$ cat src/sv/assert_macros.svh
// assertion macros shared by the classifier rtl
// no dependencies; taken in by `include where assertions are written
`ifndef ASSERT_MACROS_SVH
`define ASSERT_MACROS_SVH

// property must hold at every clock edge outside reset
`define ASSERT_HOLDS(lbl, clk, rst, prop, msg) \
   lbl: assert property (@(posedge clk) disable iff (rst) (prop)) else $error(msg);

// condition must never be true outside reset
`define ASSERT_NEVER(lbl, clk, rst, cond, msg) \
   lbl: assert property (@(posedge clk) disable iff (rst) !(cond)) else $error(msg);

`endif

$ cat src/sv/nufc_pkg.sv
// shared types and codes for the nal unit frame classifier
// no dependencies; imported by every classifier module
package nufc_pkg;

   // default limit on exp-golomb leading zeros in one code
   localparam int MAX_PREFIX_ZEROS_DEF = 31;
   // default depth of the result queue between front and back
   localparam int QUEUE_DEPTH_DEF = 4;

   // frame class codes
   localparam logic [2:0] CLASS_UNKNOWN = 3'd0;
   localparam logic [2:0] CLASS_P       = 3'd1;
   localparam logic [2:0] CLASS_B       = 3'd2;
   localparam logic [2:0] CLASS_I       = 3'd3;
   localparam logic [2:0] CLASS_SEI     = 3'd4;
   localparam logic [2:0] CLASS_SPS     = 3'd5;
   localparam logic [2:0] CLASS_PPS     = 3'd6;

   // nal unit type codes
   localparam logic [4:0] NAL_CODED_NONIDR = 5'd1;
   localparam logic [4:0] NAL_CODED_IDR    = 5'd5;
   localparam logic [4:0] NAL_SEI          = 5'd6;
   localparam logic [4:0] NAL_SPS          = 5'd7;
   localparam logic [4:0] NAL_PPS          = 5'd8;

   typedef enum logic [1:0] {
      PH_IDLE,
      PH_FIRST,
      PH_SECOND,
      PH_DONE
   } phase_type;

   typedef struct packed {
      logic [2:0] frame_class;
      logic [4:0] unit_type;
      logic [1:0] reference_level;
      logic       forbidden_flag;
   } result_type;

   typedef struct packed {
      logic full;
      logic empty;
   } queue_status_type;

endpackage

$ cat src/sv/nufc_front.sv
// front end: accepts nal bytes, parses the header and exp-golomb codes
// depends on nufc_pkg and assert_macros.svh; pushes results into nufc_queue
`include "assert_macros.svh"

module nufc_front #(
   parameter int MAX_PREFIX_ZEROS = nufc_pkg::MAX_PREFIX_ZEROS_DEF
) (
   input  logic                      clock,
   input  logic                      reset,
   input  logic                      req_valid,
   output logic                      req_ready,
   input  logic [7:0]                req_data_byte,
   input  logic                      req_first_byte,
   input  logic                      req_last_byte,
   input  nufc_pkg::queue_status_type q_status,
   output logic                      push_valid,
   output nufc_pkg::result_type      push_data
);
   import nufc_pkg::*;

   localparam int ZR_W = $clog2(MAX_PREFIX_ZEROS + 1);
   localparam logic [ZR_W-1:0] ZR_MAX = ZR_W'(MAX_PREFIX_ZEROS);

   phase_type       phase_ff, phase_in;
   logic [ZR_W-1:0] zero_run_ff, zero_run_in;
   logic [ZR_W-1:0] suffix_ff, suffix_in;
   logic [3:0]      acc_ff, acc_in;
   logic            big_ff, big_in;
   logic [7:0]      header_ff, header_in;
   logic            accept;
   logic            emit;
   logic [2:0]      emit_class;

   function automatic logic [2:0] map_slice(input logic [3:0] v);
      logic [2:0] c;
      case (v) inside
         4'd0, 4'd3, 4'd5, 4'd8:  c = CLASS_P;
         4'd1, 4'd6:              c = CLASS_B;
         4'd2, 4'd4, 4'd7, 4'd9:  c = CLASS_I;
         default:                 c = CLASS_UNKNOWN;
      endcase
      return c;
   endfunction

   assign req_ready = !q_status.full;
   assign accept    = req_valid && req_ready;

   always_ff @(posedge clock) begin
      if (reset) begin
         phase_ff    <= PH_IDLE;
         zero_run_ff <= '0;
         suffix_ff   <= '0;
         acc_ff      <= '0;
         big_ff      <= 1'b0;
      end else begin
         phase_ff    <= phase_in;
         zero_run_ff <= zero_run_in;
         suffix_ff   <= suffix_in;
         acc_ff      <= acc_in;
         big_ff      <= big_in;
      end
      header_ff <= header_in;
   end

   always_comb begin
      logic       b;
      logic       code_done;
      logic [3:0] val;
      phase_in    = phase_ff;
      zero_run_in = zero_run_ff;
      suffix_in   = suffix_ff;
      acc_in      = acc_ff;
      big_in      = big_ff;
      header_in   = header_ff;
      emit        = 1'b0;
      emit_class  = CLASS_UNKNOWN;
      b           = 1'b0;
      code_done   = 1'b0;
      val         = '0;
      if (accept) begin
         if (req_first_byte) begin
            header_in   = req_data_byte;
            zero_run_in = '0;
            suffix_in   = '0;
            acc_in      = '0;
            big_in      = 1'b0;
            unique case (req_data_byte[4:0])
               NAL_CODED_NONIDR, NAL_CODED_IDR: phase_in = PH_FIRST;
               NAL_SEI: begin
                  emit = 1'b1; emit_class = CLASS_SEI; phase_in = PH_DONE;
               end
               NAL_SPS: begin
                  emit = 1'b1; emit_class = CLASS_SPS; phase_in = PH_DONE;
               end
               NAL_PPS: begin
                  emit = 1'b1; emit_class = CLASS_PPS; phase_in = PH_DONE;
               end
               default: begin
                  emit = 1'b1; emit_class = CLASS_UNKNOWN; phase_in = PH_DONE;
               end
            endcase
         end else if (phase_ff == PH_FIRST || phase_ff == PH_SECOND) begin
            // one exp-golomb bit step per data bit, msb first
            for (int i = 7; i >= 0; i--) begin
               if (!emit) begin
                  b         = req_data_byte[3'(i)];
                  code_done = 1'b0;
                  if (suffix_in != '0) begin
                     acc_in    = {acc_in[2:0], b};
                     suffix_in = suffix_in - ZR_W'(1);
                     if (suffix_in == '0) begin
                        code_done = 1'b1;
                        val       = acc_in - 4'd1;
                     end
                  end else if (!b) begin
                     if (zero_run_in >= ZR_MAX) begin
                        emit       = 1'b1;
                        emit_class = CLASS_UNKNOWN;
                        phase_in   = PH_DONE;
                     end else begin
                        zero_run_in = zero_run_in + ZR_W'(1);
                     end
                  end else if (zero_run_in == '0) begin
                     code_done = 1'b1;
                     val       = 4'd0;
                  end else begin
                     suffix_in = zero_run_in;
                     acc_in    = 4'd1;
                     // four or more prefix zeros give a value above nine
                     big_in    = zero_run_in > ZR_W'(3);
                  end
                  if (code_done) begin
                     if (phase_in == PH_FIRST) begin
                        phase_in    = PH_SECOND;
                        zero_run_in = '0;
                        suffix_in   = '0;
                        acc_in      = '0;
                        big_in      = 1'b0;
                     end else begin
                        emit       = 1'b1;
                        emit_class = big_in ? CLASS_UNKNOWN : map_slice(val);
                        phase_in   = PH_DONE;
                     end
                  end
               end
            end
         end
         if (req_last_byte && phase_in != PH_IDLE) begin
            // unit ends before its class is known
            if (phase_in == PH_FIRST || phase_in == PH_SECOND) begin
               emit       = 1'b1;
               emit_class = CLASS_UNKNOWN;
            end
            phase_in    = PH_IDLE;
            zero_run_in = '0;
            suffix_in   = '0;
            acc_in      = '0;
            big_in      = 1'b0;
         end
      end
   end

   assign push_valid                = emit;
   assign push_data.frame_class     = emit_class;
   assign push_data.unit_type       = header_in[4:0];
   assign push_data.reference_level = header_in[6:5];
   assign push_data.forbidden_flag  = header_in[7];

   `ASSERT_NEVER(a_push_needs_open_unit, clock, reset,
      push_valid && !req_first_byte && !(phase_ff == PH_FIRST || phase_ff == PH_SECOND),
      "result pushed for a unit that is not being parsed")
   `ASSERT_HOLDS(a_last_closes_unit, clock, reset,
      accept && req_last_byte |=> phase_ff == PH_IDLE,
      "unit still open after its last byte")

endmodule

$ cat src/sv/nufc_queue.sv
// short result queue between the classifier front and back
// depends on nufc_pkg and assert_macros.svh
`include "assert_macros.svh"

module nufc_queue #(
   parameter int DEPTH = nufc_pkg::QUEUE_DEPTH_DEF
) (
   input  logic                       clock,
   input  logic                       reset,
   input  logic                       push_valid,
   input  nufc_pkg::result_type       push_data,
   input  logic                       pop,
   output nufc_pkg::result_type       pop_data,
   output nufc_pkg::queue_status_type status
);
   import nufc_pkg::*;

   localparam int PTR_W = (DEPTH > 1) ? $clog2(DEPTH) : 1;
   localparam int CNT_W = $clog2(DEPTH + 1);
   localparam logic [PTR_W-1:0] LAST_SLOT = PTR_W'(DEPTH - 1);
   localparam logic [CNT_W-1:0] FULL_CNT  = CNT_W'(DEPTH);

   result_type       entry_ff [DEPTH];
   logic [PTR_W-1:0] wr_ptr_ff, wr_ptr_in;
   logic [PTR_W-1:0] rd_ptr_ff, rd_ptr_in;
   logic [CNT_W-1:0] count_ff, count_in;
   logic             do_push;
   logic             do_pop;

   assign status.full  = count_ff == FULL_CNT;
   assign status.empty = count_ff == '0;
   assign do_push      = push_valid && !status.full;
   assign do_pop       = pop && !status.empty;
   assign pop_data     = entry_ff[rd_ptr_ff];

   always_comb begin
      wr_ptr_in = wr_ptr_ff;
      rd_ptr_in = rd_ptr_ff;
      count_in  = count_ff;
      if (do_push) begin
         wr_ptr_in = (wr_ptr_ff == LAST_SLOT) ? '0 : wr_ptr_ff + PTR_W'(1);
      end
      if (do_pop) begin
         rd_ptr_in = (rd_ptr_ff == LAST_SLOT) ? '0 : rd_ptr_ff + PTR_W'(1);
      end
      case ({do_push, do_pop})
         2'b10:   count_in = count_ff + CNT_W'(1);
         2'b01:   count_in = count_ff - CNT_W'(1);
         default: count_in = count_ff;
      endcase
   end

   always_ff @(posedge clock) begin
      if (reset) begin
         wr_ptr_ff <= '0;
         rd_ptr_ff <= '0;
         count_ff  <= '0;
      end else begin
         wr_ptr_ff <= wr_ptr_in;
         rd_ptr_ff <= rd_ptr_in;
         count_ff  <= count_in;
      end
      if (do_push) begin
         entry_ff[wr_ptr_ff] <= push_data;
      end
   end

   `ASSERT_NEVER(a_no_push_when_full, clock, reset, push_valid && status.full,
      "result pushed into a full queue")
   `ASSERT_NEVER(a_no_pop_when_empty, clock, reset, pop && status.empty,
      "pop from an empty queue")
   `ASSERT_HOLDS(a_count_bounded, clock, reset, count_ff <= FULL_CNT,
      "queue count above depth")

endmodule

$ cat src/sv/nufc_back.sv
// back end: output register that presents queued results on the rsp channel
// depends on nufc_pkg; pops nufc_queue
module nufc_back (
   input  logic                       clock,
   input  logic                       reset,
   input  nufc_pkg::queue_status_type q_status,
   input  nufc_pkg::result_type       pop_data,
   output logic                       pop,
   output logic                       rsp_valid,
   input  logic                       rsp_ready,
   output logic [2:0]                 rsp_frame_class,
   output logic [4:0]                 rsp_unit_type,
   output logic [1:0]                 rsp_reference_level,
   output logic                       rsp_forbidden_flag
);
   import nufc_pkg::*;

   logic       valid_ff, valid_in;
   result_type result_ff;

   // load a new word when the register is empty or its word is taken
   assign pop      = !q_status.empty && (!valid_ff || rsp_ready);
   assign valid_in = pop || (valid_ff && !rsp_ready);

   always_ff @(posedge clock) begin
      if (reset) begin
         valid_ff <= 1'b0;
      end else begin
         valid_ff <= valid_in;
      end
      if (pop) begin
         result_ff <= pop_data;
      end
   end

   assign rsp_valid           = valid_ff;
   assign rsp_frame_class     = result_ff.frame_class;
   assign rsp_unit_type       = result_ff.unit_type;
   assign rsp_reference_level = result_ff.reference_level;
   assign rsp_forbidden_flag  = result_ff.forbidden_flag;

endmodule

$ cat src/sv/nal_unit_frame_classifier_top.sv
// top level of the nal unit frame classifier
// depends on nufc_pkg, nufc_front, nufc_queue and nufc_back
//
//  channel | direction | fields                                        | handshake
//  req     | in        | data_byte[8] first_byte[1] last_byte[1]       | valid/ready
//  rsp     | out       | frame_class[3] unit_type[5] reference_level[2] | valid/ready
//                        forbidden_flag[1]
//
// one byte word is taken every cycle while the result queue is not full; the header split and up to eight
// exp-golomb bit steps of the byte are done in the front in that same cycle
// a result reaches rsp_valid through the queue write, then the output register
// reset is synchronous and active high, and leaves the block empty and ready
// req_ready drops only when the result queue is full; rsp stalls fill the queue
// and do not reach the front until then
module nal_unit_frame_classifier_top #(
   parameter int MAX_PREFIX_ZEROS = nufc_pkg::MAX_PREFIX_ZEROS_DEF,
   parameter int QUEUE_DEPTH      = nufc_pkg::QUEUE_DEPTH_DEF
) (
   input  logic       clock,
   input  logic       reset,
   input  logic       req_valid,
   output logic       req_ready,
   input  logic [7:0] req_data_byte,
   input  logic       req_first_byte,
   input  logic       req_last_byte,
   output logic       rsp_valid,
   input  logic       rsp_ready,
   output logic [2:0] rsp_frame_class,
   output logic [4:0] rsp_unit_type,
   output logic [1:0] rsp_reference_level,
   output logic       rsp_forbidden_flag
);
   import nufc_pkg::*;

   // front to queue
   logic             push_valid;
   result_type       push_data;
   // queue to back
   logic             pop;
   result_type       pop_data;
   queue_status_type q_status;

   // parser: header split, slice-type exp-golomb decode, at most one result per unit
   nufc_front #(
      .MAX_PREFIX_ZEROS(MAX_PREFIX_ZEROS)
   ) u_front (
      .clock         (clock),
      .reset         (reset),
      .req_valid     (req_valid),
      .req_ready     (req_ready),
      .req_data_byte (req_data_byte),
      .req_first_byte(req_first_byte),
      .req_last_byte (req_last_byte),
      .q_status      (q_status),
      .push_valid    (push_valid),
      .push_data     (push_data)
   );

   // decoupling queue, lets the front keep parsing while rsp stalls
   nufc_queue #(
      .DEPTH(QUEUE_DEPTH)
   ) u_queue (
      .clock     (clock),
      .reset     (reset),
      .push_valid(push_valid),
      .push_data (push_data),
      .pop       (pop),
      .pop_data  (pop_data),
      .status    (q_status)
   );

   // output register on the rsp channel
   nufc_back u_back (
      .clock              (clock),
      .reset              (reset),
      .q_status           (q_status),
      .pop_data           (pop_data),
      .pop                (pop),
      .rsp_valid          (rsp_valid),
      .rsp_ready          (rsp_ready),
      .rsp_frame_class    (rsp_frame_class),
      .rsp_unit_type      (rsp_unit_type),
      .rsp_reference_level(rsp_reference_level),
      .rsp_forbidden_flag (rsp_forbidden_flag)
   );

endmodule

$ cat config.mk
export PLATFORM = sky130hd
export DESIGN_NAME = nal_unit_frame_classifier_top
export DESIGN_NICKNAME = d
export VERILOG_FILES = /design/src/sv/nufc_pkg.sv /design/src/sv/nufc_front.sv /design/src/sv/nufc_queue.sv /design/src/sv/nufc_back.sv /design/src/sv/nal_unit_frame_classifier_top.sv
export VERILOG_INCLUDE_DIRS = /design/src /design/src/sv
export SDC_FILE = /design/constraint.sdc
export NUM_CORES = 1
export LEC_CHECK = 0
export BUFFER_PORTS_ARGS = -buffer_cell sky130_fd_sc_hd__buf_2
export CAP_MARGIN = 20
export CORE_MARGIN = 3
export CORE_UTILIZATION = 50
export CTS_CLUSTER_DIAMETER = 30
export DETAILED_ROUTE_END_ITERATION = 7
export HOLD_SLACK_MARGIN = 0.02
export PLACE_DENSITY = 0.69
export SLEW_MARGIN = 20
export SYNTH_ARGS = -nofsm -noshare
export SYNTH_HDL_FRONTEND = slang
export SYNTH_SLANG_ARGS = --single-unit
$ cat constraint.sdc
create_clock -name clock -period 12.17 [get_ports clock]
set_input_delay 1.217 -clock clock [delete_from_list [all_inputs] [get_ports clock]]
set_output_delay 1.217 -clock clock [all_outputs]
set_load 0.05 [all_outputs]
### Yosys cells after proc, flatten, opt, wreduce, memory -nomap -nowiden

Memory sizes are Yosys's and may differ from the RTL's. A register that Yosys moved wholly into a read port is not among the register bits.
Cells that the tools add are included.

| word-level totals | value |
|---|---|
| bits in registers | 33 |
| bits in latches | 0 |
| bits in writable memories | 44 |
| memory bits (read-only) | 0 |
| bits of input ports | 14 |
| output and inout port bits | 13 |
| logic and storage cells | 858 |
| memories kept | 1 |

| cells by class | value |
|---|---|
| add/subtract/negate cells | 20 |
| multiply operators | 0 |
| divide/modulo/power cells | 0 |
| magnitude comparators | 12 |
| equal/unequal tests | 94 |
| shift operators | 0 |
| multiplexer cells | 645 |
| bitwise gates (word level) | 0 |
| reductions and logical operators | 76 |

Memory list:

| name | depth | width | read ports | clocked after Yosys merged registers in | write ports | RTL line | RTL |
|---|---|---|---|---|---|---|---|
| u_queue.entry_ff | 4 | 11 | 1 | 1 | 1 | nufc_queue.sv:23 | `result_type entry_ff [DEPTH];` |

Operators by type and width:

| kind | count |
|---|---|
| $mux W5 | 126 |
| $mux W4 | 138 |
| $mux W3 | 89 |
| $mux W1 | 212 |
| $mux W2 | 76 |
| $eq A4 B3 Y1 const B | 32 |
| $logic_not A5 Y1 | 16 |
| $eq A4 B2 Y1 const B | 16 |
| $eq A4 B4 Y1 const B | 16 |
| $reduce_or A4 Y1 | 16 |
| $gt A5 B2 Y1 const B | 8 |
| $reduce_bool A5 Y1 | 8 |
| $sub A5 B1 Y5 const B | 8 |
| $eq A4 B1 Y1 const B | 8 |
| $logic_not A4 Y1 | 8 |
| $eq A2 B1 Y1 const B | 11 |
| $add A5 B1 Y5 const B | 4 |
| $ge A5 B5 Y1 const B | 4 |
| $reduce_or A2 Y1 | 9 |
| $mux W8 | 2 |
| $sub A4 B1 Y4 const B | 4 |
| $eq A5 B3 Y1 const B | 3 |
| $eq A2 B2 Y1 const B | 5 |
| $pmux W3 S3 | 1 |
| 14 further kinds | 27 |

### Logic depth before layout (Yosys ltp)

Gate-level depths: netlist of run 1.

| depth | value |
|---|---|
| word-level depth | 118 |
| depth in mapped cells | 67 |
| depth with buffers taken out | 61 |

### Hierarchy

Synthesis of run 1 repeated with hierarchy kept, for this count alone.

| second synthesis, totals | value |
|---|---|
| cells, all modules | 1138 |
| area total of the unflattened synthesis | 9417.8 um^2 |

Modules (own cells, without submodules):

| module | instances | cells an instance | area an instance (um^2) | sequential area each (um^2) |
|---|---|---|---|---|
| nufc_front | 1 | 1012 | 6955.4 | 480.5 |
| nufc_queue | 1 | 111 | 2075.7 | 1501.4 |
| nufc_back | 1 | 15 | 386.6 | 350.3 |

### Worst setup path before layout of run 1

Ideal clock, no wire load.

| timing path | value |
|---|---|
| kind | flip-flop to flip-flop |
| start point | register u_front.suffix_ff[0] |
| end point | register u_queue.count_ff[2] |
| setup time | 0.071 ns |
| arrival time | 12.082 ns |
| required time | 12.099 ns |
| path slack | 0.017 ns |
| stages on the path, launching flop included | 61 |
| path buffers | 2 |
| clock period less this slack | 12.153 ns |
| cell sequence | dfxtp_1 > buf_2 > inv_1 > ha_1 > or4b_1 > buf_2 > nor3_4 > o2111ai_4 > a2111oi_4 > o21a_2 > a21oi_2 > a22o_2 > o31ai_2 > a22oi_1 > inv_1 > ha_1 > nand2_1 > a211o_1 > [... 25 more ...] > inv_1 > nor4_1 > ha_1 > a31oi_2 > nor3_1 > a2111oi_4 > a32o_1 > ha_1 > nor2b_1 > and2_1 > a22oi_1 > o31ai_4 > inv_1 > ha_1 > fa_1 > xnor2_1 > or3_1 > a21oi_1 |

| on the way | value |
|---|---|
| longest elaborated chain between the ends | 118 |
| elaborated cells on any way between the ends | 348 |
| those cells by class | 11 x add/sub; 4 x order compare; 11 x eq/ne; 294 x mux; 28 x reduce/logical |

Ends and longest elaborated chain:

| what | RTL line | RTL |
|---|---|---|
| from (decl) | nufc_front.sv:26 | `logic [ZR_W-1:0] suffix_ff, suffix_in;` |
| from (signal assigned) | nufc_front.sv:58 | `suffix_ff <= suffix_in;` |
| $sub A5 B1 Y5 | nufc_front.sv:110 | `suffix_in = suffix_in - ZR_W'(1);` |
| $logic_not A5 Y1 | nufc_front.sv:111 | `if (suffix_in == '0) begin` |
| $mux W1 | nufc_front.sv:111 |  |
| $mux W1 | nufc_front.sv:108 | `if (suffix_in != '0) begin` |
| $mux W1 | nufc_front.sv:102 | `end else if (phase_ff == PH_FIRST \|\| phase_ff == PH_SECOND) begin` |
| $mux W1 | nufc_front.sv:81 | `if (req_first_byte) begin` |
| $mux W1 | nufc_front.sv:80 | `if (accept) begin` |
| $mux W5 | nufc_front.sv:132 | `if (code_done) begin` |
| [... 102 more ...] | n/a |  |
| $eq A2 B1 Y1 / $eq A2 B2 Y1 (equally long branches) | nufc_front.sv:150 | `if (phase_in == PH_FIRST \|\| phase_in == PH_SECOND) begin` |
| $logic_or A1 B1 Y1 | nufc_front.sv:150 |  |
| $mux W1 | nufc_front.sv:150 |  |
| $mux W1 * | nufc_front.sv:148 | `if (req_last_byte && phase_in != PH_IDLE) begin` |
| $mux W1 * | nufc_front.sv:80 |  |
| $logic_and A1 B1 Y1 * | nufc_queue.sv:32 | `assign do_push = push_valid && !status.full;` |
| $eq A2 B1 Y1 / $eq A2 B2 Y1 (equally long branches) | nufc_queue.sv:46 | `case ({do_push, do_pop})` |
| $pmux W3 S2 / $reduce_bool A2 Y1 (equally long branches) | n/a |  |
| to (signal assigned) | nufc_queue.sv:61 | `count_ff <= count_in;` |
| to (decl) | nufc_queue.sv:26 | `logic [CNT_W-1:0] count_ff, count_in;` |

Mark *: on every way between the ends. The rest lies on a longest branch, timed or not. The select of a mux whose other input is x is not followed.
A chain may end at the register's enable or synchronous reset.

### Worst setup path after layout of run 1

| timing path | value |
|---|---|
| start point | register u_front.zero_run_ff[4] |
| end point | register u_queue.count_ff[2] |

| on the way | value |
|---|---|
| longest elaborated chain between the ends | 117 |
| elaborated cells on any way between the ends | 347 |
| those cells by class | 10 x add/sub; 4 x order compare; 11 x eq/ne; 295 x mux; 27 x reduce/logical |

Ends and longest elaborated chain:

| what | RTL line | RTL |
|---|---|---|
| from (decl) | nufc_front.sv:25 | `logic [ZR_W-1:0] zero_run_ff, zero_run_in;` |
| from (signal assigned) | nufc_front.sv:57 | `zero_run_ff <= zero_run_in;` |
| $logic_not A5 Y1 | nufc_front.sv:123 | `end else if (zero_run_in == '0) begin` |
| $mux W1 | nufc_front.sv:123 |  |
| $mux W1 | nufc_front.sv:108 |  |
| $mux W1 | nufc_front.sv:102 |  |
| $mux W1 | nufc_front.sv:81 |  |
| $mux W1 | nufc_front.sv:80 |  |
| $mux W5 | nufc_front.sv:132 |  |
| $mux W5 | nufc_front.sv:102 |  |
| [... 101 more ...] | n/a |  |
| $eq A2 B1 Y1 / $eq A2 B2 Y1 (equally long branches) | nufc_front.sv:150 |  |
| $logic_or A1 B1 Y1 | nufc_front.sv:150 |  |
| $mux W1 | nufc_front.sv:150 |  |
| $mux W1 * | nufc_front.sv:148 |  |
| $mux W1 * | nufc_front.sv:80 |  |
| $logic_and A1 B1 Y1 * | nufc_queue.sv:32 |  |
| $eq A2 B1 Y1 / $eq A2 B2 Y1 (equally long branches) | nufc_queue.sv:46 |  |
| $pmux W3 S2 / $reduce_bool A2 Y1 (equally long branches) | n/a |  |

Marked as above.

==> impl_metrics.ini, run 1 <==
[synth]
yosysSeqAreaShare_pct = 24.3
syn_avg_cell_area_um2 = 8.33
yosysWarnings = 0
syn_inst = 1131
synthesis.area_mm2 = 0.00942
async_reset_ff_share_pct = 0
synth_top_flop_cell = edfxtp_1
synth.area.top_cells = edfxtp_1 (18%), dfxtp_1 (6.8%), a21oi_1 (4.8%), ha_1 (4.6%), nand2_1 (4.5%)
yosysMostFrequentCell = nand2_1
yosysUniqueCellTypes = 118
synth_common_cells = nand2_1 (113), nor2_1 (107), a21oi_1 (90)
synth_nets = 1181
synth_top_area_share_pct = 17.5
yosys.area.top_type = edfxtp_1
synth-edff-count = 55
synth-seq-cells = 87

[cells_and_area]
drive_above_1_share_pct = 31.6
fin_util_pct = 64.0
finalNetCount = 1314
antenna_cells = 0
final_cells = 1498
synthToLayoutAreaGrowth_pct = 23.8

[route]
vias = 10156
wl_per_cell_um = 22.3
routed_wirelength_um = 33500
dr.pass1.iters = 7
drt_iter0_drc = 1227
drc = 0
vias_per_cell = 6.78
ant_nets = 0

[clocking]
ctsHoldBuffers = 0
clock-sinks = 87
clockBufferDepth = 2
cts_buffers = 9
clockRootBuffer = clkbuf_16
clkTransAtPathRegs_ns = 0.07
htreeDepth = 3
clkLatencyLatePin_ns = 0.34
cts_tree = built

[pwr]
power_density_mw_per_mm2 = 84.9
p_leak_nw = 4.29
vdd_drop_max_mv = 0.0782
power.total_mw = 0.990

[timing]
final_max_slew_viol_count = 0
max_clock_freq_mhz = 83.7
finalCritPeriodShare_pct = 98.2
tns_ns = 0
setup_viol = 0
tightest_slew_ns = 1.08
period_minus_slack_ns = 11.95
hold_viol = 0
fin_skew_ns = 0.00556
slew_headroom_pct = 27.7

[worst_setup_path]
ff2ff_path_depth = 56
crit_type = flop to flop
crit_arrival_ns = 12.23
start_kind = flop
cp_max_fo = 9
crit_end = u_queue.count_ff[2]
endpoint_kind = flop
critPathLaunch = u_front.zero_run_ff[4]
cp.required_ns = 12.45
cp_common_cell = ha_2
max_stage_delay_ns = 0.53
regToRegSetupSlack_ns = 0.22
r2r-end = u_queue.count_ff[2]
slowest_stage = or3_4
rr_startpoint = u_front.zero_run_ff[4]

[placement]
routabilityCongestion = 1.04
placedCellCount = 1441
dpl.hpwl_um = 25400
port-buffer-count = 26

[floorplan]
die_x_um = 143
io_pins = 27
dieArea_mm2 = 0.0205
start_util_pct = 51.7
rows = 49
core_area_mm2 = 0.0182
die_h_um = 143

[global_route]
grt_pass1_wl_um = 50500
grt.overflow.total = 0
gr-usage-all-layers_pct = 31.0
grt_max_degree = 26
antenna_found_initial = 0
grt_pass1_vias = 9066

[status]
status = finished clean

[hold_path]
min_path_type = flop to flop
min-delay-start = u_back.rsp_valid

[job]
max_cap_violations = 0
-- area by class of cell --
class,instances,area (µm²)
Tap cell,229,287
Multi-Input combinational cell,952,7380
Fill cell,1532,6550
Sequential cell,87,2290
Timing Repair Buffer,172,1240
Clock buffer,9,225
Inverter,42,158
Clock inverter,7,75.1
-- flip-flops by register name (all words and copies together), names as in the netlist, 2 cells and up --
name and cells:
u_queue.count_ff 3, u_front.acc_ff 3, u_back.rsp_unit_type 5, u_front.header_ff 8
u_front.zero_run_ff 5, u_queue.rd_ptr_ff 2, u_front.phase_ff 2, u_back.rsp_reference_level 2
u_front.suffix_ff 5, u_queue.wr_ptr_ff 2, u_queue.entry_ff 44, u_back.rsp_frame_class 3
-- cells in the final DEF (no fill, tap or decap), types with 11 or more instances in the layout --
master      n
a211oi_1   11
a211o_1    14
nand4_1    19
buf_2      26
inv_1      35
nor2_1     95
o21ai_0    47
mux2i_1    14
o21ai_1    14
nand3_1    39
and2_1     19
nand2_1   108
ha_2       11
and3_1     13
xnor2_1    13
mux2_2     11
ha_1       22
nor3_1     31
dfxtp_1    31
edfxtp_1   55
a21oi_1    84
buf_4     143
mux4_2     11
-- power breakdown --
part	switching (mW)	leakage [nW]	total, mW	internal (mW)
Sequential	0.0313	0.778	0.419	0.388
Clock	0.124	0.144	0.268	0.145
Combinational	0.192	3.37	0.303	0.111
Total	0.347	4.29	0.990	0.644
-- metal layers --
layer / vias up / wire [µm] / GRT usage (%)
li1: 4681 / - / -
met1: 4889 / 14900 / 46.0
met2: 514 / 15200 / 48.5
met3: 72 / 2610 / 3.95
met4: 0 / 788 / 6.84
met5: - / 0 / 0
-- per-stage QoR --
step / hold WS (ns) / worst slack, ns / area (µm²)
finish: 0.473 / 0.216 / 11700
global route: 0.518 / -0.164 / 11700
CTS: 0.478 / 0.0367 / 10800
detailed placement: 0.468 / -0.385 / 10400
global placement: 0.454 / -0.0278 / 10400
floorplan: 0.465 / 0.0175 / 9420
-- logic make-up (layout without fill, tap and decap cells) --
kind of cell               count (synthesis)  after routing  synth area share, %
adders and majority gates                 39             39                 5.18
buffers and inverters                     92            230                 4.06
xor gates and xnor gates                  25             25                 2.32
muxes                                     40             40                 5.96
and+or+nand+nor                          454            454                 25.3
AOI/OAI and AO/OA                        394            394                 32.8
DFF                                       87             87                 24.3
-- worst min path at each step --
stage,to,cells past startpoint,slack (ns)
2_1_floorplan,u_front.acc_ff[2],1,0.46
3_3_place_gp,u_back.rsp_valid,2,0.45
3_5_place_dp,u_back.rsp_valid,2,0.47
4_1_cts,u_back.rsp_valid,2,0.48
5_1_grt,u_back.rsp_valid,2,0.52
6_report,u_back.rsp_valid,2,0.47
-- worst max-delay path: cells and delay by family, from the launching register on --
family          cells  cell delay (ns)
flops               1             0.50
buf+inv             5             0.41
compound gates     20             4.40
xor+xnor            1             0.14
simple gates       20             4.32
fa+ha+maj          10             2.13
-- timing repair --
item / in CTS / in global routing
gates resized for setup: 20 / 130
setup endpoints to repair: 10 / 74
pin swaps: 1 / 54
buffers inserted: 2 / 40
(Power assumes the default switching activity.)
==> inputs of run 2 (changes only) <==
- CORE_MARGIN: 3 -> default
- CORE_UTILIZATION: 50 -> 35
- PLACE_DENSITY: 0.69 -> default
==> run 2 against run 1 <==
  * The flow now finishes with violations (DRC)
  * Total power shrank 2.0%
  * Critical path type unchanged
  * Highest routed layer unchanged
  * Register-to-register slack gained 0.35 ns
  * Critical endpoint is now u_queue.entry_ff[3][9]
  * Via count shrank 1.8%
  * Routed wire length is essentially flat
==> impl_metrics.ini, run 2 (synthesis gave the netlist of run 1 again) <==
[status]
status = finished, violations left
violations = DRC

[global_route]
antenna_found_initial = 0
grt_most_used_layer = met2
use_met2_pct = 36.3
grt_pass1_wl_um = 51200
grt_pass1_vias = 9134
gr-usage-all-layers_pct = 23.0
use_met3_pct = 3.31
met1_usage_pct = 33.1
grt.overflow.total = 0
grt_max_degree = 26

[floorplan]
die_h_um = 166
dieArea_mm2 = 0.0276
start_util_pct = 35.9
io_pins = 27
die_x_um = 166
rows = 59
core_area_mm2 = 0.0262

[timing]
tns_ns = 0
hold_viol = 0
slew_headroom_pct = 29.4
tightest_slew_ns = 1.03
finalCritPeriodShare_pct = 95.4
setup_viol = 0
period_minus_slack_ns = 11.61
max_clock_freq_mhz = 86.2
final_max_slew_viol_count = 0
fin_skew_ns = 0.0113

[pwr]
power.internal_mw = 0.636
p_leak_nw = 4.22
power.total_mw = 0.971
sw_frac_of_total_pct = 34.5
power_frac_seq_pct = 43.1
clockPowerShare_pct = 26.3
p_comb_share_pct = 30.6
switching_power_mw = 0.335
power_density_mw_per_mm2 = 83.5
vdd_drop_max_mv = 0.0758

[worst_setup_path]
crit_type = flop to flop
cp.required_ns = 12.30
slowest_stage = o2111ai_1
path_buf_inv = 8
regToRegSetupSlack_ns = 0.56
cp_max_fo = 6
path_depth = 57
cpLargestDelayFamily = compound AO/OA/AOI/OAI gates
ff2ff_path_depth = 57
max_stage_delay_ns = 0.51
crit_arrival_ns = 11.74
endpoint_kind = flop
start_kind = flop

[route]
dr.pass1.iters = 8
drc = 3
routed_wirelength_um = 33500
vias_per_cell = 6.23
ant_nets = 0
vias = 9975
drt_iter0_drc = 1171
wl_per_cell_um = 20.9

[clocking]
cts_buffers = 9
clockRootBuffer = clkbuf_16
clock-sinks = 87
clkTransAtPathRegs_ns = 0.06
clkLatencyLatePin_ns = 0.34
clockBufferDepth = 2
cts_tree = built
htreeDepth = 3

[placement]
port-buffer-count = 26
dpl.hpwl_um = 25700
routabilityCongestion = 0.960

[hold_path]
min_path_type = flop to flop
hold_depth = 2

[cells_and_area]
final_common_cell = buf_4
antenna_cells = 0
finalNetCount = 1310
reg_top3 = u_queue.entry_ff: 44 flops, u_front.header_ff: 8 flops
drive_above_1_share_pct = 28.8
regMostFlops = u_queue.entry_ff
largest_register_ffs = 44
final_cell_mix = buf_4 (135), nand2_1 (108), nor2_1 (96), a21oi_1 (87), edfxtp_1 (55)
synthToLayoutAreaGrowth_pct = 23.4

[job]
max_cap_violations = 0
run 2: cell types whose count changed in the layout (fill, tap and decap cells not counted), sizes merged:
cell      previous run  this run
buf                172       167
inv                 43        42
clkbuf               9        11
clkinvlp             1         3
clkinv               5         3
run 2: final timing paths:
check / start / to
hold reg to reg: u_back.rsp_valid / u_back.rsp_valid
hold / removal: u_back.rsp_valid / u_back.rsp_valid
setup / recovery: u_front.suffix_ff[0] / u_queue.entry_ff[3][9]
setup reg to reg: u_front.suffix_ff[0] / u_queue.entry_ff[3][9]
run 2: metrics by stage:
step | util (%) | hold WS [ns] | setup WS, ns | std cells | instance area, µm²
3_3_place_gp | 40.1 | 0.452 | 0.00824 | 1545 | 10500
6_report | 44.3 | 0.468 | 0.565 | 1600 | 11600
4_1_cts | 41.4 | 0.471 | 0.0291 | 1565 | 10900
2_1_floorplan | - | 0.465 | 0.0175 | 1131 | 9420
3_5_place_dp | 40.1 | 0.463 | -0.311 | 1545 | 10500
5_1_grt | 44.3 | 0.507 | -0.129 | 1600 | 11600
run 2: area by class of cell:
class | instances | area, µm²
multi-input cells | 952 | 7240
clock inverters | 6 | 45.0
clock buffers | 10 | 229
flip-flops and latches | 87 | 2290
inverters | 42 | 158
fillers | 2521 | 14600
repair buffers | 168 | 1240
well taps | 335 | 419
run 2: timing repair:
action                     in CTS  in global routing
pin swaps                       3                 40
setup endpoints to repair      10                 75
gates cloned                    0                  1
gates resized for setup        10                103
hold buffers                    0                  0
buffers inserted                4                 34
run 2: worst reg2reg max path, delay by kind of cell, from the launching register on:
| kind | cells | cell delay (ns) |
|---|---|---|
| buffers and inverters | 8 | 0.77 |
| XOR/XNOR | 1 | 0.14 |
| AO/OA/AOI/OAI | 19 | 4.42 |
| AND/OR/NAND/NOR | 21 | 4.17 |
| adder cells (fa/ha/maj) | 8 | 1.54 |
| flip-flops | 1 | 0.35 |
run 2: power by group through the flow:
stage | sequential, mW | combinational (mW) | clock (mW)
global route | 0.427 | 0.320 | 0.273
global placement | 0.425 | 0.274 | 0
finish | 0.419 | 0.297 | 0.255
floorplan | 0.487 | 0.143 | 0
CTS | 0.420 | 0.279 | 0.262
detailed placement | 0.427 | 0.277 | 0
run 2: per-layer routing:
metal / routed length, µm / share of wire (%) / vias up
met4: 660 / 2.0 / 0
li1: - / - / 4666
met5: 0 / 0 / -
met1: 15300 / 46 / 4804
met3: 2320 / 6.9 / 61
met2: 15200 / 45 / 444
==> inputs of run 3 (changes only) <==
- ABC_AREA: default -> 1
- SYNTH_HIERARCHICAL: default -> 1
==> run 3 against run 2 <==
  * The run now ends clean
  * Synthesized cell count up 16%
  * Flip-flop and latch count increased by 2
  * Core utilization is 5.8 points lower
  * Clock skew is 0.0045 ns lower
  * Hold slack improved by 0.0037 ns
  * Critical path depth increased by 21
  * First-iteration DRC count is 42% lower
  * Clock-buffer cell count decreased by 1
  * Sequential power up 3%
  * Largest cell class unchanged
  * Highest routed layer unchanged
==> impl_metrics.ini, run 3 <==
[status]
status = finished clean

[worst_setup_path]
start_kind = flop
cp_max_fo = 14
cp.required_ns = 12.44
rr_startpoint = u_front/suffix_ff[0]
endpoint_kind = flop
crit_type = flop to flop
max_stage_delay_ns = 0.43
regToRegSetupSlack_ns = 1.25
critPathLaunch = u_front/suffix_ff[0]
r2r-end = u_queue/count_ff[1]
crit_arrival_ns = 11.19
ff2ff_path_depth = 78
cp_common_cell = nand2_1
slowest_stage = dfxtp_1

[timing]
hold_viol = 0
fin_skew_ns = 0.00682
slew_headroom_pct = 35.6
max_clock_freq_mhz = 91.5
finalCritPeriodShare_pct = 89.8
rsz0062_at_grt = false
tns_ns = 0
period_minus_slack_ns = 10.92
tightest_slew_ns = 0.963
final_max_slew_viol_count = 0
worst_slack_ns = 1.25
setup_viol = 0
timing.hold.ws_ns = 0.472

[global_route]
gr-usage-all-layers_pct = 18.1
grt_pass1_vias = 7818
grt_max_degree = 25
antenna_found_initial = 0
grt_pass1_wl_um = 38800
grt.overflow.total = 0

[synth]
yosysMostFrequentCell = nand2_1
yosysWarnings = 6
yosys.area.top_type = edfxtp_1
yosysSeqAreaShare_pct = 26.1
synth_common_cells = nand2_1 (302), inv_1 (148), nor2_1 (136)
syn_avg_cell_area_um2 = 6.83
async_reset_ff_share_pct = 0
synth-edff-count = 55
synth-seq-cells = 89
synth_top_flop_cell = edfxtp_1
synth.area.top_cells = edfxtp_1 (19%), nand2_1 (13%), dfxtp_1 (7.6%), inv_1 (6.2%), nor2_1 (5.7%)
yosysUniqueCellTypes = 71
synth_nets = 1357
synthesis.area_mm2 = 0.00893
syn_inst = 1307
synth_top_area_share_pct = 18.5

[floorplan]
die_x_um = 162
rows = 58
dieArea_mm2 = 0.0261
start_util_pct = 35.6
die_h_um = 162
core_area_mm2 = 0.0251
io_pins = 27

[cells_and_area]
reg_top3 = u_queue/entry_ff: 44 flops, u_front/header_ff: 8 flops
regMostFlops = u_queue/entry_ff
final_cells = 1659
antenna_cells = 0
register_area_mm2 = 0.00233
fin_area_mm2 = 0.00967
largest_register_ffs = 44
final_cell_mix = nand2_1 (302), inv_1 (147), nor2_1 (131), nand3_1 (74), o21ai_0 (68)
fin_util_pct = 38.5
multi_input_area_mm2 = 0.00568
fill_cells = 2675
synthToLayoutAreaGrowth_pct = 8.33
finalNetCount = 1374
final_common_cell = nand2_1
drive_above_1_share_pct = 18.7

[route]
wl_per_cell_um = 14.3
drt_iter0_drc = 679
ant_nets = 0
dr.pass1.iters = 5
routed_wirelength_um = 23600
vias_per_cell = 5.12
vias = 8494
drc = 0

[clocking]
clockBufferDepth = 2
cts_tree = built
clock-sinks = 89
cts_buffers = 9
clkTransAtPathRegs_ns = 0.06
ctsHoldBuffers = 0
htreeDepth = 3
clkLatencyLatePin_ns = 0.33
clockRootBuffer = clkbuf_16

[placement]
dpl.hpwl_um = 18800
pre_cts_ws_ns = 0.674
routabilityCongestion = 0.893
dpl_cell_area_mm2 = 0.00931
port-buffer-count = 26
placedCellCount = 1639

[pwr]
p_leak_nw = 4.24
power.total_mw = 1.06
vdd_drop_max_mv = 0.155
power_density_mw_per_mm2 = 109

[job]
max_cap_violations = 0

[hold_path]
min_path_type = flop to flop
min-delay-start = u_front/acc_ff[0]
hold_depth = 2
hold-path-endpoint = u_front/acc_ff[0]
run 3: changes by cell type after synthesis, moves of 23 or more:
cell	delta
a21oi_1	-30
and2_1	-23
clkbuf_1	-26
inv_1	+108
inv_2	+47
nand2_1	+189
nand2_2	+25
nand3_1	+31
nand3_2	+25
nor2_1	+29
nor3_1	-27
o21ai_1	+27
run 3: layout make-up:
class / instances / area share [%]
Timing Repair Buffer: 35 / 2.04
Inverter: 199 / 7.75
Clock inverter: 7 / 0.802
Sequential cell: 89 / 24.1
Clock buffer: 9 / 2.33
Multi-Input combinational cell: 990 / 58.7
Tap cell: 330 / 4.27
run 3: how the worst max path moves through the flow:
stage | to | depth (start not counted) | slack [ns]
after floorplan | u_queue/entry_ff[0][0] | 73 | 2.64
after global placement | u_queue/entry_ff[3][1] | 79 | 0.98
after detailed placement | u_queue/entry_ff[3][1] | 79 | 0.67
after CTS | u_queue/entry_ff[3][1] | 79 | 0.60
after global routing | u_queue/count_ff[2] | 83 | 0.06
final | u_queue/count_ff[1] | 78 | 1.25
run 3: kinds of logic after synthesis:
| family | synth area share, % |
|---|---|
| adders and majority gates | 5.13 |
| xor gates and xnor gates | 1.28 |
| buffers and inverters | 10.6 |
| AOI/OAI and AO/OA | 17.6 |
| muxes | 0.378 |
| DFF | 26.1 |
| and+or+nand+nor | 38.9 |
run 3: what timing repair did:
action | CTS | global route
endpoints found under the setup margin | 0 | 47
gates resized for setup | 0 | 8
setup buffers | 0 | 4
run 3: worst max-delay path, delay by kind of cell, from the launching register on:
kind,cells,cell delay [ns]
flops,1,0.43
fa+ha+maj,11,2.58
simple gates,51,5.88
buf+inv,9,0.82
compound gates,6,0.94
xor+xnor,1,0.17
run 3: routing by layer:
| layer | wire [µm] | vias up | global-route usage [%] |
|---|---|---|---|
| li1 | - | 4385 | - |
| met1 | 11100 | 3872 | 24.0 |
| met2 | 11200 | 206 | 30.9 |
| met3 | 1040 | 31 | 2.35 |
| met4 | 327 | 0 | 4.72 |
| met5 | 0 | - | 0 |
run 3: power by group:
| part | internal (mW) | total, mW | switching (mW) |
|---|---|---|---|
| Sequential | 0.406 | 0.431 | 0.0249 |
| Combinational | 0.0946 | 0.351 | 0.257 |
| Clock | 0.160 | 0.274 | 0.114 |
| Total | 0.661 | 1.06 | 0.395 |
